File: src/ffsa_pkg.sv
`timescale 1ns / 1ps
// shared types and constants of the first-fit segment allocator
package ffsa_pkg;

    localparam int ADDR_W = 16;
    localparam int LEN_W  = 17;
    localparam int SUM_W  = 19;
    localparam logic [LEN_W-1:0] SPACE_MAX = 17'h10000;
    localparam logic [LEN_W-1:0] UNITS_MAX = 17'h1FFFF;

    typedef enum logic [1:0] {
        ST_OK        = 2'd0,
        ST_NO_SPACE  = 2'd1,
        ST_NOT_FOUND = 2'd2,
        ST_FULL      = 2'd3
    } status_t;

    typedef enum logic [2:0] {
        S_IDLE,
        S_FIND,
        S_DROP_A,
        S_DROP_B,
        S_CLIP,
        S_PUT,
        S_LIVE,
        S_DONE
    } state_t;

    typedef enum logic [1:0] {
        FC_HOLD,
        FC_LOAD,
        FC_DROP,
        FC_PUT
    } fcode_t;

    typedef struct packed {
        logic              valid;
        logic [ADDR_W-1:0] start;
        logic [LEN_W-1:0]  len;
    } fblk_t;

    typedef struct packed {
        fcode_t            code;
        logic [ADDR_W-1:0] key;
        logic [LEN_W-1:0]  len;
        logic [LEN_W-1:0]  size;
    } fcmd_t;

    typedef struct packed {
        logic eq;
        logic first;
        logic prev_hit;
        logic next_hit;
    } fflag_t;

endpackage

File: src/ffsa_free_cell.sv
`timescale 1ns / 1ps
// one entry of the sorted free list, shifting with its neighbors
module ffsa_free_cell
    import ffsa_pkg::*;
#(
    parameter bit IS_HEAD = 1'b0
)
(
    input  logic   clk,
    input  logic   rst_n,
    input  fcmd_t  cmd,
    input  fblk_t  left,
    input  logic   left_lt,
    input  fblk_t  right,
    input  logic   right_lt,
    input  logic   drop_here,
    input  logic   drop_in,
    output logic   drop_out,
    input  logic   fit_in,
    output logic   fit_out,
    input  logic   put_ok,
    output fblk_t  blk,
    output logic   lt,
    output fflag_t flags
);

    fblk_t blk_reg;
    fblk_t blk_next;
    logic  ge;
    logic  ends_at;
    logic  starts_at;
    logic  eq;

    assign blk       = blk_reg;
    assign lt        = blk_reg.valid && (blk_reg.start < cmd.key);
    assign eq        = blk_reg.valid && (blk_reg.start == cmd.key);
    assign ge        = blk_reg.valid && (blk_reg.len >= cmd.size);
    assign ends_at   = ({1'b0, blk_reg.start} + blk_reg.len) == {1'b0, cmd.key};
    assign starts_at = {1'b0, blk_reg.start} == ({1'b0, cmd.key} + cmd.size);
    assign drop_out  = drop_in | drop_here;
    assign fit_out   = fit_in | ge;

    assign flags.eq       = eq;
    assign flags.first    = ge && !fit_in;
    assign flags.prev_hit = lt && !right_lt && ends_at;
    assign flags.next_hit = blk_reg.valid && !lt && left_lt && starts_at;

    always_comb
    begin
        blk_next = blk_reg;
        case (cmd.code)
            FC_LOAD:
            begin
                if (IS_HEAD)
                begin
                    blk_next.valid = (cmd.len != '0);
                    blk_next.start = '0;
                    blk_next.len   = cmd.len;
                end
                else
                begin
                    blk_next.valid = 1'b0;
                end
            end
            FC_DROP:
            begin
                if (drop_in || drop_here)
                begin
                    blk_next = right;
                end
            end
            FC_PUT:
            begin
                if (eq)
                begin
                    blk_next.len = cmd.len;
                end
                else if (put_ok && !lt)
                begin
                    if (left_lt)
                    begin
                        blk_next.valid = 1'b1;
                        blk_next.start = cmd.key;
                        blk_next.len   = cmd.len;
                    end
                    else
                    begin
                        blk_next = left;
                    end
                end
            end
            default:
            begin
                blk_next = blk_reg;
            end
        endcase
    end

    always_ff @(posedge clk or negedge rst_n)
    begin
        if (!rst_n)
        begin
            blk_reg.valid <= IS_HEAD;
            blk_reg.start <= '0;
            blk_reg.len   <= IS_HEAD ? SPACE_MAX : '0;
        end
        else
        begin
            blk_reg <= blk_next;
        end
    end

endmodule

File: config.mk
export PLATFORM = sky130hd
export DESIGN_NAME = ffsa_free_cell
export DESIGN_NICKNAME = d
export VERILOG_FILES = /design/src/ffsa_pkg.sv /design/src/ffsa_free_cell.sv
export SDC_FILE = /design/constraint.sdc
export NUM_CORES = 1
export LEC_CHECK = 0
export BUFFER_PORTS_ARGS = -buffer_cell sky130_fd_sc_hd__buf_2
export CAP_MARGIN = 15
export CORE_AREA = 2 2 95 115
export CTS_CLUSTER_SIZE = 28
export DETAILED_ROUTE_END_ITERATION = 6
export DIE_AREA = 0 0 97 117
export PLACE_DENSITY = 0.82
export SETUP_SLACK_MARGIN = 0.15
export SYNTH_ARGS = -nofsm -noshare
export SYNTH_HDL_FRONTEND = slang
export SYNTH_SLANG_ARGS = --single-unit
File: constraint.sdc
create_clock -name clk -period 8.5 [get_ports clk]
set_clock_uncertainty 0.05 [all_clocks]
set_input_delay 1.7 -clock clk [delete_from_list [all_inputs] [get_ports clk]]
set_output_delay 1.7 -clock clk [all_outputs]
set_load 0.005 [all_outputs]
==> impl_results.md, run 1 <==
- Status: complete, no violations
- FF+latch count, synth: 34
- Row count: 41
- Max Buffers Root-to-Sink: 2
- Psw: 489.0 uW
- Drt total wl: 15,470 um
- Max-slew headroom: ~27%
- Worst setup EP type: output port
- GRT Total Usage: 27.33%
- Most common flop cell mapped by yosys: dfrtp_1
- Critical path class: in -> out
- Post-Syn Area per Cell: 8.387 sq um
- Core ar.: 10,310 sq um
- Cell area after synthesis: 4797 sq um
- Arrival time at the worst endpoint: 4310 ps
- Final period util: between 70 and 80%
- FILL cells: approximately 950
- Worst hold stages: 2
- Setup TNS: 0 ps
- Post-synth EDFFs: 0
- RSZ-0062 raised after global routing: no
- Post-synth ARST share: 100.0%
- Leakage: about 3.0 nW
- Pwr dens: 184.5 nW/um^2
- Logic pwr share: around 59%
- IO Pins: roughly 170
- Reg clk slew, reported paths: around 60 ps
- Slew Limit Fails: 0
- Nets@finish: slightly above 900
- Post-detailed-route via-to-cell ratio: 5.750
- Final hold viol count: 0
- Worst path slowest cell: fa_1
- Largest net degree at the start of global routing: 38
- Yosys warning count: 0
- Initial Util: 46.52%
- GPL Wtd Cong: 0.9481
- Syn_nets: 767
- Post-synthesis cell type count: 64
- Final Critical Period: 6058 ps
- Die Area: 11,350 sq um
- Highest clock rate: 0.1651 GHz
- WL/cell: 17.96 um
- Worst R2R Path Depth: 7
- Final antenna diode count: 0
- Die H: ~120 um
- CP Cell Sequence: buf_2 -> ha_1 -> fa_1 -> xor2_1 -> nor4_4 -> nand3_1 -> nor4_2 -> nand4_1 -> or3_1 -> nor4_1 -> buf_2
- Slew @ Worst Pin: 1093 ps
- CP max stage delay: 490 ps
- Worst vdd ir: 0.08994 mV
- Crit-path max FO: 4
- Post-CTS setup buffer count: 0
- P&R area growth vs syn: 22.43%
- Fraction of layout cells with a size suffix above 1: 27.05%
- Number of flip-flops in the largest register: 34
- Post-route ant nets: 0
- Root Driver: clkbuf_16
- Crit-path most repeated cell: buf_2
- CTS tree: done
- Cell-internal power: roughly 590 uW
- Die width: 97 um
- Hold-fix buffers at CTS: 0
- Hold Path Class: reg -> reg
- Part of the power in registers: 23.3%
- Register area share after synthesis: between 10% and 20%
- H-tree levels: 2
- Switching Fraction: 45.14%
- Clk_lat worst skew: 290 ps
- IO buf count: 168
- Vias: 4,951
- Clk pwr share: 17.5%
- Worst Setup Start Kind: input pin
- Total congestion overflow: 0
- Remaining DRCs: 0
- Total CTS buffers: 5
- Number of iterations in the first detailed-routing pass: 5
- First-pass GRT wire length: 24,510 um
- Max Cap Viol: 0
- Required @ worst endpoint: between 6000 and 7000 ps
- Post-DP HPWL: 12,380 um
- Final Util: 56.96%
- # clock sinks: 34
- Cts repair resizes: 0
- 1st-iter DRT viols: 279
- Initial antenna violation count: 1
- Final Setup Violations: 0
- Synth Instances: around 570
- Vias in the first global route: 4,884
==> cell families after synthesis <==
kind of cell             Yosys count  synth area share [%]
AO/OA/AOI/OAI                    150                 21.52
XOR/XNOR                          51                 9.311
adder cells (fa/ha/maj)           67                 17.79
buffers and inverters             62                 5.477
flip-flops                        34                 17.74
multiplexers                      54                 11.68
AND/OR/NAND/NOR                  154                 16.48
==> routing by layer <==
layer  part of all wire [%]  wire length (um)  track usage [%]
met1                     42              6562            33.43
met4                    3.4               522            10.89
met2                     48              7383            48.15
met5                      0                 0                0
met3                    6.4               996            4.988
==> path summary, 6_finish.rpt <==
path                            startpoint  endpoint  slack [ps]
worst max-delay path               cmd[34]  flags[0]        2440
worst min-delay path                blk[0]    blk[0]         530
worst max register to register     blk[28]   blk[20]        4960
worst min register to register      blk[0]    blk[0]         530
max in group asynchronous            rst_n   blk[13]        6430
min in group asynchronous            rst_n   blk[24]        1460
==> critical path, delay by kind of cell <==
kind / cells / cell delay (ps)
and+or+nand+nor: 6 / 1380
adders and majority gates: 2 / 700
buffers and inverters: 2 / 300
xor gates and xnor gates: 1 / 220
==> per-stage QoR <==
step,setup WS (ps),power [mW],cell area [sq um],std cells,hold slack [ps]
after floorplan,2921,0.6853,4797,572,492.2
after global placement,2461,0.8751,5712,852,513.5
after detailed placement,2513,0.8794,5712,852,527.5
after CTS,2467,1.076,5858,860,536.8
after global routing,2286,1.167,5873,861,574.4
final,2442,1.083,5873,861,526.8
==> area by class of cell <==
class                           instances  area, sq um  area share (%)
Sequential cell                        34        850.8           14.49
Clock buffer                            5        125.1           2.130
Timing Repair Buffer                  170        863.3           14.70
Clock inverter                          3        21.27          0.3622
Tap cell                              129        161.4           2.748
Multi-Input combinational cell        476         3686           62.76
Inverter                               44        165.2           2.812
==> power by group through the flow <==
| stage | clock network, mW | registers [mW] | logic, mW |
|---|---|---|---|
| floorplan | 0 | 0.235 | 0.450 |
| global placement | 0 | 0.253 | 0.622 |
| detailed placement | 0 | 0.253 | 0.626 |
| CTS | 0.194 | 0.251 | 0.631 |
| global route | 0.200 | 0.257 | 0.710 |
| finish | 0.190 | 0.252 | 0.641 |
==> layout by cell type (no fill, tap or decap), types with 23 or more instances in the layout <==
| master | synthesis | routed |
|---|---|---|
| buf_2 | 6 | 168 |
| nor2_1 | 52 | 52 |
| inv_1 | 43 | 43 |
| a21oi_1 | 51 | 51 |
| ha_1 | 65 | 65 |
| xnor2_1 | 32 | 32 |
| mux2i_1 | 38 | 38 |
| dfrtp_1 | 34 | 34 |
| nand2_1 | 27 | 27 |
| nand3_1 | 23 | 23 |
==> cells in the mapped netlist, drive strengths merged (16+ instances only) <==
| library cell | n | share of area, % |
|---|---|---|
| mux2 | 16 | 3.8 |
| a21oi | 51 | 5.3 |
| ha | 65 | 17 |
| dfrtp | 34 | 18 |
| nand3 | 23 | 2.4 |
| xor2 | 19 | 3.5 |
| nor2 | 54 | 4.3 |
| inv | 44 | 3.4 |
| nand2 | 27 | 2.1 |
| o21ai | 21 | 2.2 |
| mux2i | 38 | 7.9 |
| xnor2 | 32 | 5.8 |
| a221o | 16 | 3.3 |
Power figures use the tool's default switching activity.
==> inputs of run 2 (changes only) <==
--- a/config.mk
+++ b/config.mk
@@ -5,13 +5,14 @@
 export SDC_FILE = /design/constraint.sdc
 export NUM_CORES = 1
 export LEC_CHECK = 0
+export ABC_AREA = 1
 export BUFFER_PORTS_ARGS = -buffer_cell sky130_fd_sc_hd__buf_2
 export CAP_MARGIN = 15
-export CORE_AREA = 2 2 95 115
+export CORE_AREA = 2 2 99 120
 export CTS_CLUSTER_SIZE = 28
 export DETAILED_ROUTE_END_ITERATION = 6
-export DIE_AREA = 0 0 97 117
-export PLACE_DENSITY = 0.82
+export DIE_AREA = 0 0 101 122
+export PLACE_DENSITY = 0.84
 export SETUP_SLACK_MARGIN = 0.15
 export SYNTH_ARGS = -nofsm -noshare
 export SYNTH_HDL_FRONTEND = slang
==> constraint.sdc (replaced) <==
create_clock -name clk -period 4.9 [get_ports clk]
set_clock_uncertainty 0.05 [all_clocks]
set_input_delay 0.98 -clock clk [delete_from_list [all_inputs] [get_ports clk]]
set_output_delay 0.98 -clock clk [all_outputs]
set_load 0.005 [all_outputs]
==> run 2 against run 1 <==
Synthesized cell count is 53% higher. Non-clock buffer count stayed put. Final area is 7.7% higher. Count of clock-buffer cells in the layout is 2 higher. Die area is 8.6% higher. Worst setup slack worse by 1800 ps. Final cell count is 36% higher. Critical path type unchanged. Register-to-register slack worse by 2500 ps. Clock power is 66% higher.
==> impl_results.md, run 2 <==
- Status: complete, no violations
- First-pass GRT wire length: 26,850 um
- Worst vdd ir: 0.2325 mV
- Most common cell after layout, fill and taps aside: nand2_1
- Post-synth EDFFs: 0
- Vias: slightly above 6,000
- Commonest cells after routing, fill and taps aside: nand2_1, buf_2, inv_1, nor2_1, ha_1
- Most common flop cell mapped by yosys: dfrtp_1
- WL/cell: 13.96 um
- Yosys warning count: 0
- Synth top area cells: nand2_1, dfrtp_1, ha_1
- Multi-input gate area: about 3900 sq um
- Cell area after synthesis: approximately 5200 sq um
- Required @ worst endpoint: 3870 ps
- Drt total wl: 16,360 um
- Arrival time at the worst endpoint: 3200 ps
- Reg clk slew, reported paths: 50 ps
- Cell taking the most area after synthesis: nand2_1
- Max Buffers Root-to-Sink: 2
- Worst setup EP type: output port
- Post-synthesis cell type count: 37
- Post-route ant nets: 0
- Hold Path Class: reg -> reg
- Initial antenna violation count: 0
- Initial Util: between 40 and 50%
- Dpl cells: approximately 1,200
- P&R area growth vs syn: 20.58%
- Post-DP HPWL: 13,870 um
- Commonest cells post-synth: nand2_1, inv_1, nor2_1, ha_1, a21oi_1
- Slew Limit Fails: 0
- Crit-path max FO: 5
- Die H: 122 um
- RR Startpoint: blk[28]
- Cts repair resizes: 0
- FILL cells: between 1,000 and 1,500
- Die width: 101 um
- H-tree levels: 2
- Largest net degree at the start of global routing: 35
- Pwr dens: 266.0 nW/um^2
- # clock sinks: 34
- Vias in the first global route: 5,898
- Worst Setup Start Kind: input pin
- Total CTS buffers: 5
- Hold-fix buffers at CTS: 0
- IO buf count: 168
- Post-CTS setup buffer count: 0
- RSZ-0062 raised after global routing: no
- Synth Instances: 877
- Cell with the most instances after synthesis: nand2_1
- Total congestion overflow: 0
- Core ar.: 11,300 sq um
- Post-synth ARST share: 100.0%
- Final Critical Period: 4228 ps
- Final antenna diode count: 0
- Register area share after synthesis: 16.21%
- Min-delay src: blk[15]
- Fraction of layout cells with a size suffix above 1: about a fifth
- Reg area: 850.8 sq um
- FF+latch count, synth: 34
- Highest clock rate: 0.2365 GHz
- Final hold viol count: 0
- Row count: 43
- GPL Wtd Cong: ~0.94
- Syn_nets: 1,072
- Worst Setup SP: cmd[34]
- Slew @ Worst Pin: 772.2 ps
- IO Pins: 169
- Clk_lat worst skew: 280 ps
- Post-detailed-route via-to-cell ratio: 5.156
- Nets@finish: about 1,200
- Root Driver: clkbuf_16
- 1st-iter DRT viols: between 300 and 400
- Max Cap Viol: 0
- Final period util: 86.28%
- Critical path class: in -> out
- GRT Total Usage: 27.15%
- Internal reg-to-reg setup slack: between 2000 and 2500 ps
- Leakage: 3.683 nW
- Setup TNS: 0 ps
- Remaining DRCs: 0
- Number of iterations in the first detailed-routing pass: 5
- Post-Layout Cell Count: 1,172
- Number of flip-flops in the largest register: 34
- Synth top area share: a little under a fifth
- Final Setup Violations: 0
- Die Area: 12,320 sq um
- CTS tree: done
- Post-Syn Area per Cell: about 6 sq um
- Max-slew headroom: between 40% and 50%
[run 2: cell count changes in the layout (fill, tap and decap cells not counted), sizes merged, moves of 16 or more]
cell   before  now
a221o      16    0
inv        44  114
mux2       16    0
mux2i      38    0
nand2      27  272
nand3      23   51
nor2       54  113
o21ai      21   62
xnor2      32   13
[run 2: power by group]
| group | internal [mW] | switching, mW |
|---|---|---|
| registers | 0.327 | 0.0960 |
| logic | 0.390 | 0.555 |
| clock network | 0.201 | 0.114 |
| total | 0.918 | 0.765 |
[run 2: routing by layer]
layer / part of all wire (%) / up-vias / GRT usage (%)
li1: - / 3156 / -
met1: 43 / 2644 / 34.05
met2: 48 / 197 / 47.38
met3: 5.4 / 46 / 2.926
met4: 3.8 / 0 / 10.73
met5: 0 / - / 0
[run 2: metrics by stage]
stage	total power, mW	area, sq um	worst slack (ps)	utilization (%)	hold WS, ps
after floorplan	1.063	5248	1257	-	472.3
after global placement	1.338	6180	751.7	54.70	507.1
after detailed placement	1.359	6180	696.9	54.70	525.9
after CTS	1.679	6327	696.6	56.00	539.9
after global routing	1.850	6327	524.3	56.00	573.2
final	1.683	6327	672.4	56.00	535.6
[run 2: cells by family after synthesis]
group	after synthesis	synth area share [%]
AND/OR/NAND/NOR	474	38.15
buffers and inverters	132	10.06
AO/OA/AOI/OAI	149	15.81
XOR/XNOR	21	3.505
adder cells (fa/ha/maj)	67	16.26
flip-flops	34	16.21
[run 2: layout make-up]
cell class                 instances  share of cell area [%]
sequential                        34                   13.45
tap                              135                   2.670
inverter                         114                   6.842
multi-input combinational        711                   61.18
clock buffer                       7                   2.254
clock inverter                     1                 0.07910
timing repair buffer             170                   13.53
[run 2: worst paths after layout]
path | to | depth (start not counted)
max | flags[0] | 19
min | blk[15] | 2
max reg2reg | blk[2] | 9
min reg2reg | blk[15] | 2
max in group asynchronous | blk[29] | 1
min in group asynchronous | blk[3] | 1
[run 2: worst max-delay path, stage by stage]
cell	delay, ps
buf_2	130
ha_1	250
fa_1	440
nand2_1	150
nand2_2	90
nand3_1	130
nand2_1	80
nand2_1	80
nand2_1	50
nand2_1	80
nand2_1	50
nand2_1	50
nand2_1	50
nor2_1	80
nand2_1	60
nor2_1	150
nand2_1	80
nor2_2	90
buf_2	110
