**src/ffsa_pkg.sv**
```systemverilog
`timescale 1ns / 1ps
// shared types and constants of the first-fit segment allocator
package ffsa_pkg;

    localparam int ADDR_W = 16;
    localparam int LEN_W  = 17;
    localparam int SUM_W  = 19;
    localparam logic [LEN_W-1:0] SPACE_MAX = 17'h10000;
    localparam logic [LEN_W-1:0] UNITS_MAX = 17'h1FFFF;

    typedef enum logic [1:0] {
        ST_OK        = 2'd0,
        ST_NO_SPACE  = 2'd1,
        ST_NOT_FOUND = 2'd2,
        ST_FULL      = 2'd3
    } status_t;

    typedef enum logic [2:0] {
        S_IDLE,
        S_FIND,
        S_DROP_A,
        S_DROP_B,
        S_CLIP,
        S_PUT,
        S_LIVE,
        S_DONE
    } state_t;

    typedef enum logic [1:0] {
        FC_HOLD,
        FC_LOAD,
        FC_DROP,
        FC_PUT
    } fcode_t;

    typedef struct packed {
        logic              valid;
        logic [ADDR_W-1:0] start;
        logic [LEN_W-1:0]  len;
    } fblk_t;

    typedef struct packed {
        fcode_t            code;
        logic [ADDR_W-1:0] key;
        logic [LEN_W-1:0]  len;
        logic [LEN_W-1:0]  size;
    } fcmd_t;

    typedef struct packed {
        logic eq;
        logic first;
        logic prev_hit;
        logic next_hit;
    } fflag_t;

endpackage

```
**src/ffsa_live_cell.sv**
```systemverilog
`timescale 1ns / 1ps
// one slot of the live allocation table
module ffsa_live_cell
    import ffsa_pkg::*;
(
    input  logic              clk,
    input  logic              rst_n,
    input  logic [ADDR_W-1:0] key,
    input  logic              set_en,
    input  logic              clr_en,
    input  logic              free_in,
    output logic              free_out,
    output logic              match
);

    logic              valid_reg;
    logic              valid_next;
    logic [ADDR_W-1:0] start_reg;
    logic              pick;

    assign pick     = !valid_reg && !free_in;
    assign free_out = free_in | !valid_reg;
    assign match    = valid_reg && (start_reg == key);

    always_comb
    begin
        valid_next = valid_reg;
        if (clr_en)
        begin
            valid_next = 1'b0;
        end
        else if (set_en && pick)
        begin
            valid_next = 1'b1;
        end
    end

    always_ff @(posedge clk or negedge rst_n)
    begin
        if (!rst_n)
        begin
            valid_reg <= 1'b0;
        end
        else
        begin
            valid_reg <= valid_next;
        end
    end

    always_ff @(posedge clk)
    begin
        if (set_en && pick)
        begin
            start_reg <= key;
        end
    end

endmodule

```
**config.mk**
```make
export PLATFORM = sky130hd
export DESIGN_NAME = ffsa_live_cell
export DESIGN_NICKNAME = d
export VERILOG_FILES = /design/src/ffsa_pkg.sv /design/src/ffsa_live_cell.sv
export SDC_FILE = /design/constraint.sdc
export NUM_CORES = 1
export LEC_CHECK = 0
export BUFFER_PORTS_ARGS = -buffer_cell sky130_fd_sc_hd__buf_4
export CAP_MARGIN = 20
export CORE_MARGIN = 2
export CORE_UTILIZATION = 42
export DETAILED_ROUTE_END_ITERATION = 8
export PLACE_DENSITY = 0.78
export SLEW_MARGIN = 10
export SYNTH_ARGS = -nofsm -noshare
export SYNTH_HDL_FRONTEND = slang
export SYNTH_SLANG_ARGS = --single-unit
```
**constraint.sdc**
```tcl
create_clock -name clk -period 2 [get_ports clk]
set_input_delay 0.2 -clock clk [delete_from_list [all_inputs] [get_ports clk]]
set_output_delay 0.2 -clock clk [all_outputs]
set_load 0.01 [all_outputs]
```
==> metrics.log, run 1 <==
[metrics] post-placement setup slack: 0.484 ns
[metrics] leakage component of the power: 0.000348 µW
[metrics] Power Density: 718 mW/mm²
[metrics] die height: 45.1 µm
[metrics] maximum clock frequency: 551 MHz
[metrics] post-layout util: 61.2%
[metrics] maximum number of pins on one net before global-route repair: 18
[metrics] Worst EP arrival: 1.61 ns
[metrics] initial antenna violation count: 0
[metrics] actual slew at the worst max-slew pin: 0.225 ns
[metrics] post-synth net total: 64
[metrics] most used flip-flop cell after synthesis: sky130_fd_sc_hd__edfxtp_1
[metrics] Period Utilization, post-route: 90.7%
[metrics] CP Class: register to primary output
[metrics] fill count: 126
[metrics] data required time of the worst path: roughly 1.8 ns
[metrics] number of synthesized flops with an enable pin: 16
[metrics] All-Layer GR Usage: 13.4%
[metrics] critical register-to-register path endpoint: start_reg[2]
[metrics] Yosys top cell by area: sky130_fd_sc_hd__edfxtp_1
[metrics] Sw Share: between 20% and 30%
[metrics] DRC viols: 0
[metrics] Root Driver: sky130_fd_sc_hd__clkbuf_4
[metrics] start of the worst register-to-register path: valid_reg
[metrics] top cells by area in the synthesized netlist: sky130_fd_sc_hd__edfxtp_1 (68%), sky130_fd_sc_hd__xnor2_1 (15%), sky130_fd_sc_hd__xor2_1 (4.9%), sky130_fd_sc_hd__dfrtp_1 (3.5%), sky130_fd_sc_hd__nand4_1 (2.7%)
[metrics] final weighted congestion of routability-driven global placement: 0.627
[metrics] worst hold start: clr_en
[metrics] flip-flop count of the largest register, all copies and words added: 16
[metrics] warning count from the yosys run: 0
[metrics] Resized cells post-CTS: 0
[metrics] DRT antenna net count: 0
[metrics] sum of negative setup slack: 0 ns
[metrics] number of violations reported at the end of detailed-routing iteration 0: 7
[metrics] Congestion Overflow GR: 0
[metrics] worst reg2reg setup slack: 0.83 ns
[metrics] most instantiated cells after synthesis: sky130_fd_sc_hd__edfxtp_1 (16), sky130_fd_sc_hd__xnor2_1 (12), sky130_fd_sc_hd__xor2_1 (4)
[metrics] asr flop ratio synth: 5.88%
[metrics] internal power: between 500 and 600 µW
[metrics] Max transition margin: a little over four fifths
[metrics] count of buffer and inverter cells on the critical path: 1
[metrics] number of port buffers: 22
[metrics] clock period minus final worst setup slack: 1.81 ns
[metrics] # clock sinks: 17
[metrics] routed length per placed instance: 13.1 µm
[metrics] combinational group share of total power: 12.0%
[metrics] Switching Power: 146 µW
[metrics] worst-case setup margin in the final layout: 0.185 ns
[metrics] top-area cell type share of the netlist area: 67.8%
[metrics] proportion of layout cells with a drive suffix above 1: 40.8%
[metrics] die outline width: around 45 µm
[metrics] global-route wire length before repair: 1.83 mm
[metrics] type of origin of the critical path: register
[metrics] leading cell type by number of instances after synthesis: sky130_fd_sc_hd__edfxtp_1
[metrics] detailed-route wire length: 1.14 mm
[metrics] Cell Area, Synth: 708 µm²
[metrics] cell row count: 14
[metrics] CTS tree: yes
[metrics] Reg2Reg Depth: 2
[metrics] area taken by multi-input logic gates: 208 µm²
[metrics] Inserted Clock Buffers: 3
[metrics] Die Footprint: 0.00203 mm²
[metrics] diode count: 0
[metrics] I/O pin count: 23
[metrics] Cells on Worst Hold Path: 2
[metrics] critical-path cell list: xor2_1 > nor4_1 > nand4_1 > nor4_2 > buf_4
[metrics] number of failing hold endpoints at the final stage: 0
[metrics] total design power: approximately 680 µW
[metrics] average instance area after synthesis: 16.5 µm²
[metrics] unrepaired setup endpoints after global routing: no
[metrics] portion of total power attributed to the clock network: 26.6%
[metrics] initial standard-cell utilization of the core: 45.9%
[metrics] max incr delay on CP: ~0.40 ns
[metrics] Clock Latency Late Sink: around 0.29 ns
[metrics] number of nets at the end of the flow: a little over 90
[metrics] register cell area after layout: 505 µm²
[metrics] htree depth: 1
[metrics] Post-Syn Instances: 43
[metrics] peak supply drop: 0.000484 V
[metrics] crit-path leading delay family: simple AND/OR/NAND/NOR gates
[metrics] Hold Path End: valid_reg
[metrics] CP max FO: 1
[metrics] clock-pin slew reported for the worst setup and hold paths after clock tree synthesis: about 0.10 ns
[metrics] part of the power in registers: 61.4%
[metrics] Core ar.: 0.00154 mm²
[metrics] Clock Skew: between 0.01 and 0.015 ns
[metrics] status: finished clean
[metrics] detailed-route vias per instance: 4.82
[metrics] number of search-and-repair iterations in the first detailed-routing pass: 5
[metrics] Slowest-stage cell, CP: sky130_fd_sc_hd__edfxtp_1
[metrics] vias in the first global route: 420
[metrics] post-synth cell types: 11
[metrics] CTS Buffer Depth: 2
[metrics] final-report max-slew violation count: 0
[metrics] detailed-route via count: 419
[metrics] share of the yosys chip area belonging to registers: between 70% and 80%
[metrics] synth-to-layout area growth: 33.2%
[metrics] Tightest Hold Check Type: input pin to register
[metrics] number of endpoints failing setup at the final stage: 0
[metrics] Critical Path End Type: primary output
[metrics] number of synthesized register bits: 17
[metrics] max-cap viol count: 0
## how the worst max path moves through the flow
stage                             start           end  slack [ns]  cells after the start
after floorplan               valid_reg  start_reg[0]        0.48                      1
after global placement    start_reg[13]         match        0.47                      5
after detailed placement  start_reg[13]         match        0.48                      5
after CTS                 start_reg[13]         match        0.15                      5
after global routing      start_reg[13]         match        0.07                      5
final                     start_reg[13]         match        0.19                      5
## timing repair
action,in CTS,in global routing
hold endpoints to repair,1,0
setup buffers,0,0
hold buffers,1,0
## cells by family after synthesis
kind of cell              synth area share, %
DFF                                      71.4
xor gates and xnor gates                 19.8
and+or+nand+nor                          8.84
## area by class of cell
type | instances | area share, %
Clock buffer | 3 | 2.39
Clock inverter | 1 | 0.531
Multi-Input combinational cell | 26 | 22.0
Timing Repair Buffer | 24 | 19.4
Sequential cell | 17 | 53.6
Tap cell | 16 | 2.12
## power groups by stage
stage	combinational [µW]	clock, µW	sequential [µW]
2_1_floorplan	34.5	0	423
3_3_place_gp	78.6	0	423
3_5_place_dp	79.9	0	424
4_1_cts	82.2	190	416
5_1_grt	90.0	197	417
6_report	80.9	180	416
## per-stage QoR
step	cell area, µm²	cells	hold WS (ns)
after floorplan	713	43	-0.0956
after global placement	906	82	-0.0249
after detailed placement	906	82	-0.0241
after CTS	943	87	0.0325
after global routing	943	87	0.0379
final	943	87	0.0412
## layer usage
layer | wire [µm] | GRT usage, % | vias up
met2 | 544 | 18.6 | 12
li1 | - | - | 211
met4 | 9 | 8.82 | 0
met1 | 518 | 19.1 | 194
met5 | 0 | 0 | -
met3 | 72 | 2.40 | 2
## cell usage in the layout (no fill, tap or decap), types with 2 or more instances in the layout
master                     count
sky130_fd_sc_hd__buf_4        23
sky130_fd_sc_hd__nor2_1        2
sky130_fd_sc_hd__clkbuf_4      3
sky130_fd_sc_hd__edfxtp_1     16
sky130_fd_sc_hd__xor2_1        4
sky130_fd_sc_hd__xnor2_1      12
sky130_fd_sc_hd__nand4_1       3
Power figures use the tool's default switching activity.
==> inputs of run 2 (changes only) <==
- CELL_PAD_IN_SITES_DETAIL_PLACEMENT: default -> 1
- CELL_PAD_IN_SITES_GLOBAL_PLACEMENT: default -> 1
- CORE_UTILIZATION: 42 -> 34
- SKIP_LAST_GASP: default -> 1
==> run 2 against run 1 <==
Net effect:
- sequential share of layout area down 1.0 points
- setup slack worse by 0.0030 ns
- critical path depth unchanged
- die area up 21%
- hold slack better by 0.013 ns
==> metrics.log, run 2 (synthesis gave the netlist of run 1 again) <==
[metrics] internal power: 535 µW (+0.66%)
[metrics] Inserted Clock Buffers: 3 (unchanged)
[metrics] number of violations reported at the end of detailed-routing iteration 0: 2 (-5)
[metrics] DRC viols: 0 (unchanged)
[metrics] final weighted congestion of routability-driven global placement: 0.677 (+7.9%)
[metrics] Clock Skew: 0.00206 ns (-0.00865 ns)
[metrics] cell row count: 16 (+2)
[metrics] number of endpoints failing setup at the final stage: 0 (unchanged)
[metrics] CTS tree: yes
[metrics] sum of negative setup slack: 0 ns (unchanged)
[metrics] peak supply drop: 0.000358 V (-26%)
[metrics] detailed-route via count: 427 (+1.9%)
[metrics] CP max FO: 1 (unchanged)
[metrics] # clock sinks: 17 (unchanged)
[metrics] initial standard-cell utilization of the core: 36.1% (-9.8 points)
[metrics] CTS Buffer Depth: 2 (unchanged)
[metrics] critical-path cell list: xor2_1 > nor4_2 > nand4_1 > nor4_2 > buf_4
[metrics] count of buffer and inverter cells on the critical path: 1 (unchanged)
[metrics] htree depth: 1 (unchanged)
[metrics] fill count: 224 (+78%)
[metrics] routed length per placed instance: 13.1 µm (-0.67%)
[metrics] I/O pin count: 23 (unchanged)
[metrics] Congestion Overflow GR: 0 (unchanged)
[metrics] Root Driver: sky130_fd_sc_hd__clkbuf_4
[metrics] Switching Power: 142 µW (-2.3%)
[metrics] Critical Path End Type: primary output
[metrics] CP Class: register to primary output
[metrics] crit-path leading delay family: simple AND/OR/NAND/NOR gates
[metrics] part of the power in registers: 61.4% (about the same)
[metrics] clock-pin slew reported for the worst setup and hold paths after clock tree synthesis: 0.09 ns (about the same)
[metrics] Die Footprint: 0.00246 mm² (+21%)
[metrics] maximum number of pins on one net before global-route repair: 18 (unchanged)
[metrics] proportion of layout cells with a drive suffix above 1: 40.8% (unchanged)
[metrics] data required time of the worst path: 1.80 ns (about the same)
[metrics] unrepaired setup endpoints after global routing: no
[metrics] max incr delay on CP: 0.40 ns (about the same)
[metrics] number of search-and-repair iterations in the first detailed-routing pass: 2 (-3)
[metrics] Period Utilization, post-route: 90.9% (+0.15 points)
[metrics] leakage component of the power: 0.000346 µW (-0.65%)
[metrics] synth-to-layout area growth: 35.9%
[metrics] vias in the first global route: 475 (+13%)
[metrics] Power Density: 704 mW/mm² (-1.9%)
[metrics] Slowest-stage cell, CP: sky130_fd_sc_hd__edfxtp_1
[metrics] status: finished clean
[metrics] detailed-route wire length: 1.28 mm (+12%)
[metrics] Sw Share: 21.0% (-0.49 points)
[metrics] Post-CTS Setup Bufs: 0 (unchanged)
[metrics] maximum clock frequency: 550 MHz (-0.16%)
[metrics] Tightest Hold Check Type: input pin to register
[metrics] flip-flop count of the largest register, all copies and words added: 16 (unchanged)
[metrics] Clock Latency Late Sink: 0.28 ns (about the same)
[metrics] Core ar.: 0.00196 mm² (+27%)
[metrics] die height: 49.6 µm (+10%)
[metrics] number of nets at the end of the flow: 93 (unchanged)
[metrics] combinational group share of total power: 12.2% (+0.2 points)
[metrics] initial antenna violation count: 0 (unchanged)
[metrics] portion of total power attributed to the clock network: 26.4% (-0.2 points)
[metrics] final HPWL from detailed placement: 938 µm
[metrics] Worst EP arrival: 1.62 ns (about the same)
[metrics] post-route standard cell area excluding fillers: 962 µm² (+2.0%)
[metrics] highest-count cells in the layout ignoring fill and taps: sky130_fd_sc_hd__buf_4 (23), sky130_fd_sc_hd__edfxtp_1 (16), sky130_fd_sc_hd__xnor2_1 (12)
[metrics] actual slew at the worst max-slew pin: 0.248 ns (+0.0231 ns)
[metrics] most common cell after layout, fill and taps aside: sky130_fd_sc_hd__buf_4
[metrics] total design power: 677 µW (about the same)
[metrics] die outline width: 49.6 µm (+10%)
[metrics] crit-path most repeated cell: sky130_fd_sc_hd__nor4_2
[metrics] placement-stage cell area: 920 µm² (+1.5%)
[metrics] Max transition margin: 83.3% (-1.5 points)
[metrics] detailed-route vias per instance: 4.36 (-9.5%)
[metrics] clock period minus final worst setup slack: 1.82 ns (+0.00295 ns)
[metrics] final-report max-slew violation count: 0 (unchanged)
[metrics] diode count: 0 (unchanged)
[metrics] max-cap viol count: 0 (unchanged)
[metrics] type of origin of the critical path: register
[metrics] global-route wire length before repair: 2.11 mm (+15%)
[metrics] worst reg2reg setup slack: 0.84 ns (about the same)
[metrics] All-Layer GR Usage: 11.6% (-1.7 points)
[metrics] post-layout util: 49.0% (-12 points)
[metrics] DRT antenna net count: 0 (unchanged)
[metrics] number of port buffers: 22 (unchanged)
[metrics] number of failing hold endpoints at the final stage: 0 (unchanged)
-- run 2: power by group through the flow --
| stage | combinational [µW] | sequential [µW] | clock (µW) |
|---|---|---|---|
| floorplan | 34.5 | 423 | 0 |
| CTS | 82.0 | 416 | 189 |
| global placement | 79.4 | 423 | 0 |
| global route | 92.0 | 418 | 209 |
| finish | 82.8 | 416 | 179 |
| detailed placement | 80.3 | 424 | 0 |
-- run 2: metrics by stage --
step | hold WS [ns] | instances | setup slack [ns]
6_report | 0.0538 | 98 | 0.183
5_1_grt | 0.0363 | 98 | 0.0568
4_1_cts | 0.0439 | 98 | 0.0807
3_5_place_dp | -0.0229 | 93 | 0.405
3_3_place_gp | -0.0248 | 93 | 0.501
2_1_floorplan | -0.0956 | 43 | 0.477
-- run 2: path summary, 6_finish.rpt --
kind                               from  depth (start not counted)            to
max in group asynchronous         rst_n                          2     valid_reg
min in group asynchronous         rst_n                          2     valid_reg
min reg2reg                   valid_reg                          2     valid_reg
max                        start_reg[4]                          5         match
max reg2reg                   valid_reg                          2  start_reg[0]
min                              clr_en                          2     valid_reg
-- run 2: layer usage --
metal | GRT usage [%] | routed length [µm] | up-vias
met5 | 0 | 0 | -
met4 | 5.56 | 0 | 0
met3 | 4.55 | 79 | 0
met2 | 17.1 | 683 | 11
met1 | 14.9 | 517 | 202
li1 | - | - | 214
-- run 2: final cells by class --
type | count | area, µm² | share of cell area (%)
flip-flops and latches | 17 | 505 | 52.5
multi-input cells | 26 | 214 | 22.2
well taps | 27 | 33.8 | 3.51
repair buffers | 24 | 183 | 19.0
clock buffers | 4 | 26.3 | 2.73
-- run 2: timing repair --
item | 4_1_cts | 5_1_grt
hold buffers | 1 | 0
endpoints found under the hold margin | 1 | 0
setup endpoints to repair | 0 | 1
gates resized for setup | 0 | 1
==> inputs of run 3 (changes only) <==
- PLACE_DENSITY: 0.78 -> default
- PLACE_DENSITY_LB_ADDON: default -> 0.1
==> run 3 against run 2 <==
Net effect:
- combinational power about the same
- sequential share of layout area decreased by 0.068 points
- total power increased by 0.22%
- critical path depth unchanged
- first-iteration DRC count increased by 100%
- die area unchanged
- setup slack improved by 0.043 ns
- non-clock buffer count unchanged
- global-route usage about the same
- largest cell class unchanged
- final cell count unchanged
==> metrics.log, run 3 (synthesis gave the netlist of run 1 again) <==
[metrics] status: finished clean
[metrics] max-cap viol count: 0 (unchanged)
[metrics] Cells on Worst Hold Path: 2 (unchanged)
[metrics] # clock sinks: 17 (unchanged)
[metrics] clock period minus final worst setup slack: 1.77 ns (-0.0426 ns)
[metrics] number of violations reported at the end of detailed-routing iteration 0: 4 (+2)
[metrics] final-report max-slew violation count: 0 (unchanged)
[metrics] Root Driver: sky130_fd_sc_hd__clkbuf_4
[metrics] vias in the first global route: 473 (-0.42%)
[metrics] cell row count: 16 (unchanged)
[metrics] worst hold slack after final layout: 0.0586 ns (+0.00479 ns)
[metrics] All-Layer GR Usage: 11.6% (-0.050 points)
[metrics] global-route wire length before repair: 2.12 mm (+0.33%)
[metrics] flip-flop count of the largest register, all copies and words added: 16 (unchanged)
[metrics] total design power: 679 µW (+0.22%)
[metrics] number of failing hold endpoints at the final stage: 0 (unchanged)
[metrics] DRC viols: 0 (unchanged)
[metrics] synth-to-layout area growth: 36.0%
[metrics] Power Density: 705 mW/mm² (about the same)
[metrics] number of port buffers: 22 (unchanged)
[metrics] diode count: 0 (unchanged)
[metrics] DRT antenna net count: 0 (unchanged)
[metrics] area taken by multi-input logic gates: 214 µm² (unchanged)
[metrics] Inserted Clock Buffers: 3 (unchanged)
[metrics] CP max FO: 1 (unchanged)
[metrics] Reg2Reg Depth: 2 (unchanged)
[metrics] detailed-route wire length: 1.24 mm (-2.9%)
[metrics] sum of negative setup slack: 0 ns (unchanged)
[metrics] I/O pin count: 23 (unchanged)
[metrics] final weighted congestion of routability-driven global placement: 0.641 (-5.2%)
[metrics] maximum number of pins on one net before global-route repair: 18 (unchanged)
[metrics] register cell area after layout: 505 µm² (unchanged)
[metrics] Die Footprint: 0.00246 mm² (unchanged)
[metrics] max incr delay on CP: 0.39 ns (about the same)
[metrics] Slowest-stage cell, CP: sky130_fd_sc_hd__edfxtp_1
[metrics] highest-count cells in the layout ignoring fill and taps: sky130_fd_sc_hd__buf_4 (23), sky130_fd_sc_hd__edfxtp_1 (16), sky130_fd_sc_hd__xnor2_1 (12)
[metrics] unrepaired setup endpoints after global routing: no
[metrics] data required time of the worst path: 1.80 ns (about the same)
[metrics] actual slew at the worst max-slew pin: 0.217 ns (-0.0314 ns)
[metrics] peak supply drop: 0.000400 V (+12%)
[metrics] most common cell after layout, fill and taps aside: sky130_fd_sc_hd__buf_4
[metrics] clock-pin slew reported for the worst setup and hold paths after clock tree synthesis: 0.10 ns (about the same)
[metrics] Critical Path End Type: primary output
[metrics] Core ar.: 0.00196 mm² (unchanged)
[metrics] proportion of layout cells with a drive suffix above 1: 42.3% (+1.4 points)
[metrics] Tightest Hold Check Type: input pin to register
[metrics] Max transition margin: 85.4% (+2.1 points)
[metrics] Clock Skew: 0.0103 ns (+0.00822 ns)
[metrics] critical-path cell list: xor2_1 > nor4_2 > nand4_1 > nor4_2 > buf_4
[metrics] initial standard-cell utilization of the core: 36.1% (unchanged)
[metrics] htree depth: 1 (unchanged)
[metrics] fill count: 216 (-3.6%)
[metrics] die outline width: 49.6 µm (unchanged)
[metrics] detailed-route vias per instance: 4.37 (+0.23%)
[metrics] Congestion Overflow GR: 0 (unchanged)
[metrics] initial antenna violation count: 0 (unchanged)
[metrics] CTS tree: yes
[metrics] number of endpoints failing setup at the final stage: 0 (unchanged)
[metrics] type of origin of the critical path: register
[metrics] CTS Buffer Depth: 2 (unchanged)
[metrics] Clock Latency Late Sink: 0.29 ns (about the same)
[metrics] routed length per placed instance: 12.7 µm (-2.9%)
[metrics] CP Class: register to primary output
[metrics] crit-path most repeated cell: sky130_fd_sc_hd__nor4_2
[metrics] maximum clock frequency: 563 MHz (+2.4%)
[metrics] detailed-route via count: 428 (+0.23%)
[metrics] number of nets at the end of the flow: 93 (unchanged)
[metrics] number of search-and-repair iterations in the first detailed-routing pass: 2 (unchanged)
[metrics] die height: 49.6 µm (unchanged)
[metrics] Period Utilization, post-route: 88.7% (-2.1 points)
[metrics] Worst EP arrival: 1.57 ns (-0.05 ns)
[metrics] final HPWL from detailed placement: 985 µm (+5.0%)
[metrics] leakage component of the power: 0.000349 µW (+0.79%)
## run 3: cell count changes in the layout (fill, tap and decap cells not counted)
cell,change
sky130_fd_sc_hd__clkbuf_1,-1
sky130_fd_sc_hd__clkinv_2,+1
## run 3: worst max-delay path, delay by kind of cell (launching register included)
| family | cells | cell delay (ns) |
|---|---|---|
| flops | 1 | 0.39 |
| xor+xnor | 1 | 0.16 |
| buf+inv | 1 | 0.16 |
| simple gates | 3 | 0.58 |
## run 3: power by group
part	internal [µW]	switching (µW)
clock network	74.2	106
registers	408	7.56
logic	49.4	33.5
## run 3: layer usage
layer | GRT usage, % | wire length [µm] | up-vias
met5 | 0 | 0 | -
met4 | 2.78 | 0 | 0
met3 | 3.03 | 63 | 0
met2 | 19.1 | 659 | 13
met1 | 15.1 | 520 | 204
li1 | - | - | 211
## run 3: worst paths after layout
kind                                      end           from  slack [ns]
worst max-delay path                    match  start_reg[13]        0.23
worst min-delay path                valid_reg         clr_en        0.06
worst max register to register  start_reg[10]      valid_reg        0.85
worst min register to register      valid_reg      valid_reg        0.59
max in group asynchronous           valid_reg          rst_n        1.69
min in group asynchronous           valid_reg          rst_n        0.23
## run 3: metrics by stage
stage | setup WS, ns | area [µm²] | cells | utilization (%)
after floorplan | 0.477 | 713 | 43 | -
after global placement | 0.444 | 920 | 93 | 46.9
after detailed placement | 0.403 | 920 | 93 | 46.9
after CTS | 0.0741 | 957 | 98 | 48.8
after global routing | 0.0731 | 963 | 98 | 49.1
final | 0.225 | 963 | 98 | 49.1
## run 3: layout make-up
type	instances	area share (%)
tap	27	3.51
multi-input combinational	26	22.2
sequential	17	52.5
clock buffer	3	2.34
timing repair buffer	24	19.0
clock inverter	1	0.519
## run 3: what timing repair did
item / CTS / global route
resized for setup: 0 / 1
buffers inserted: 0 / 0
hold endpoints to repair: 1 / 0
hold buffers: 1 / 0
setup endpoints to repair: 0 / 1
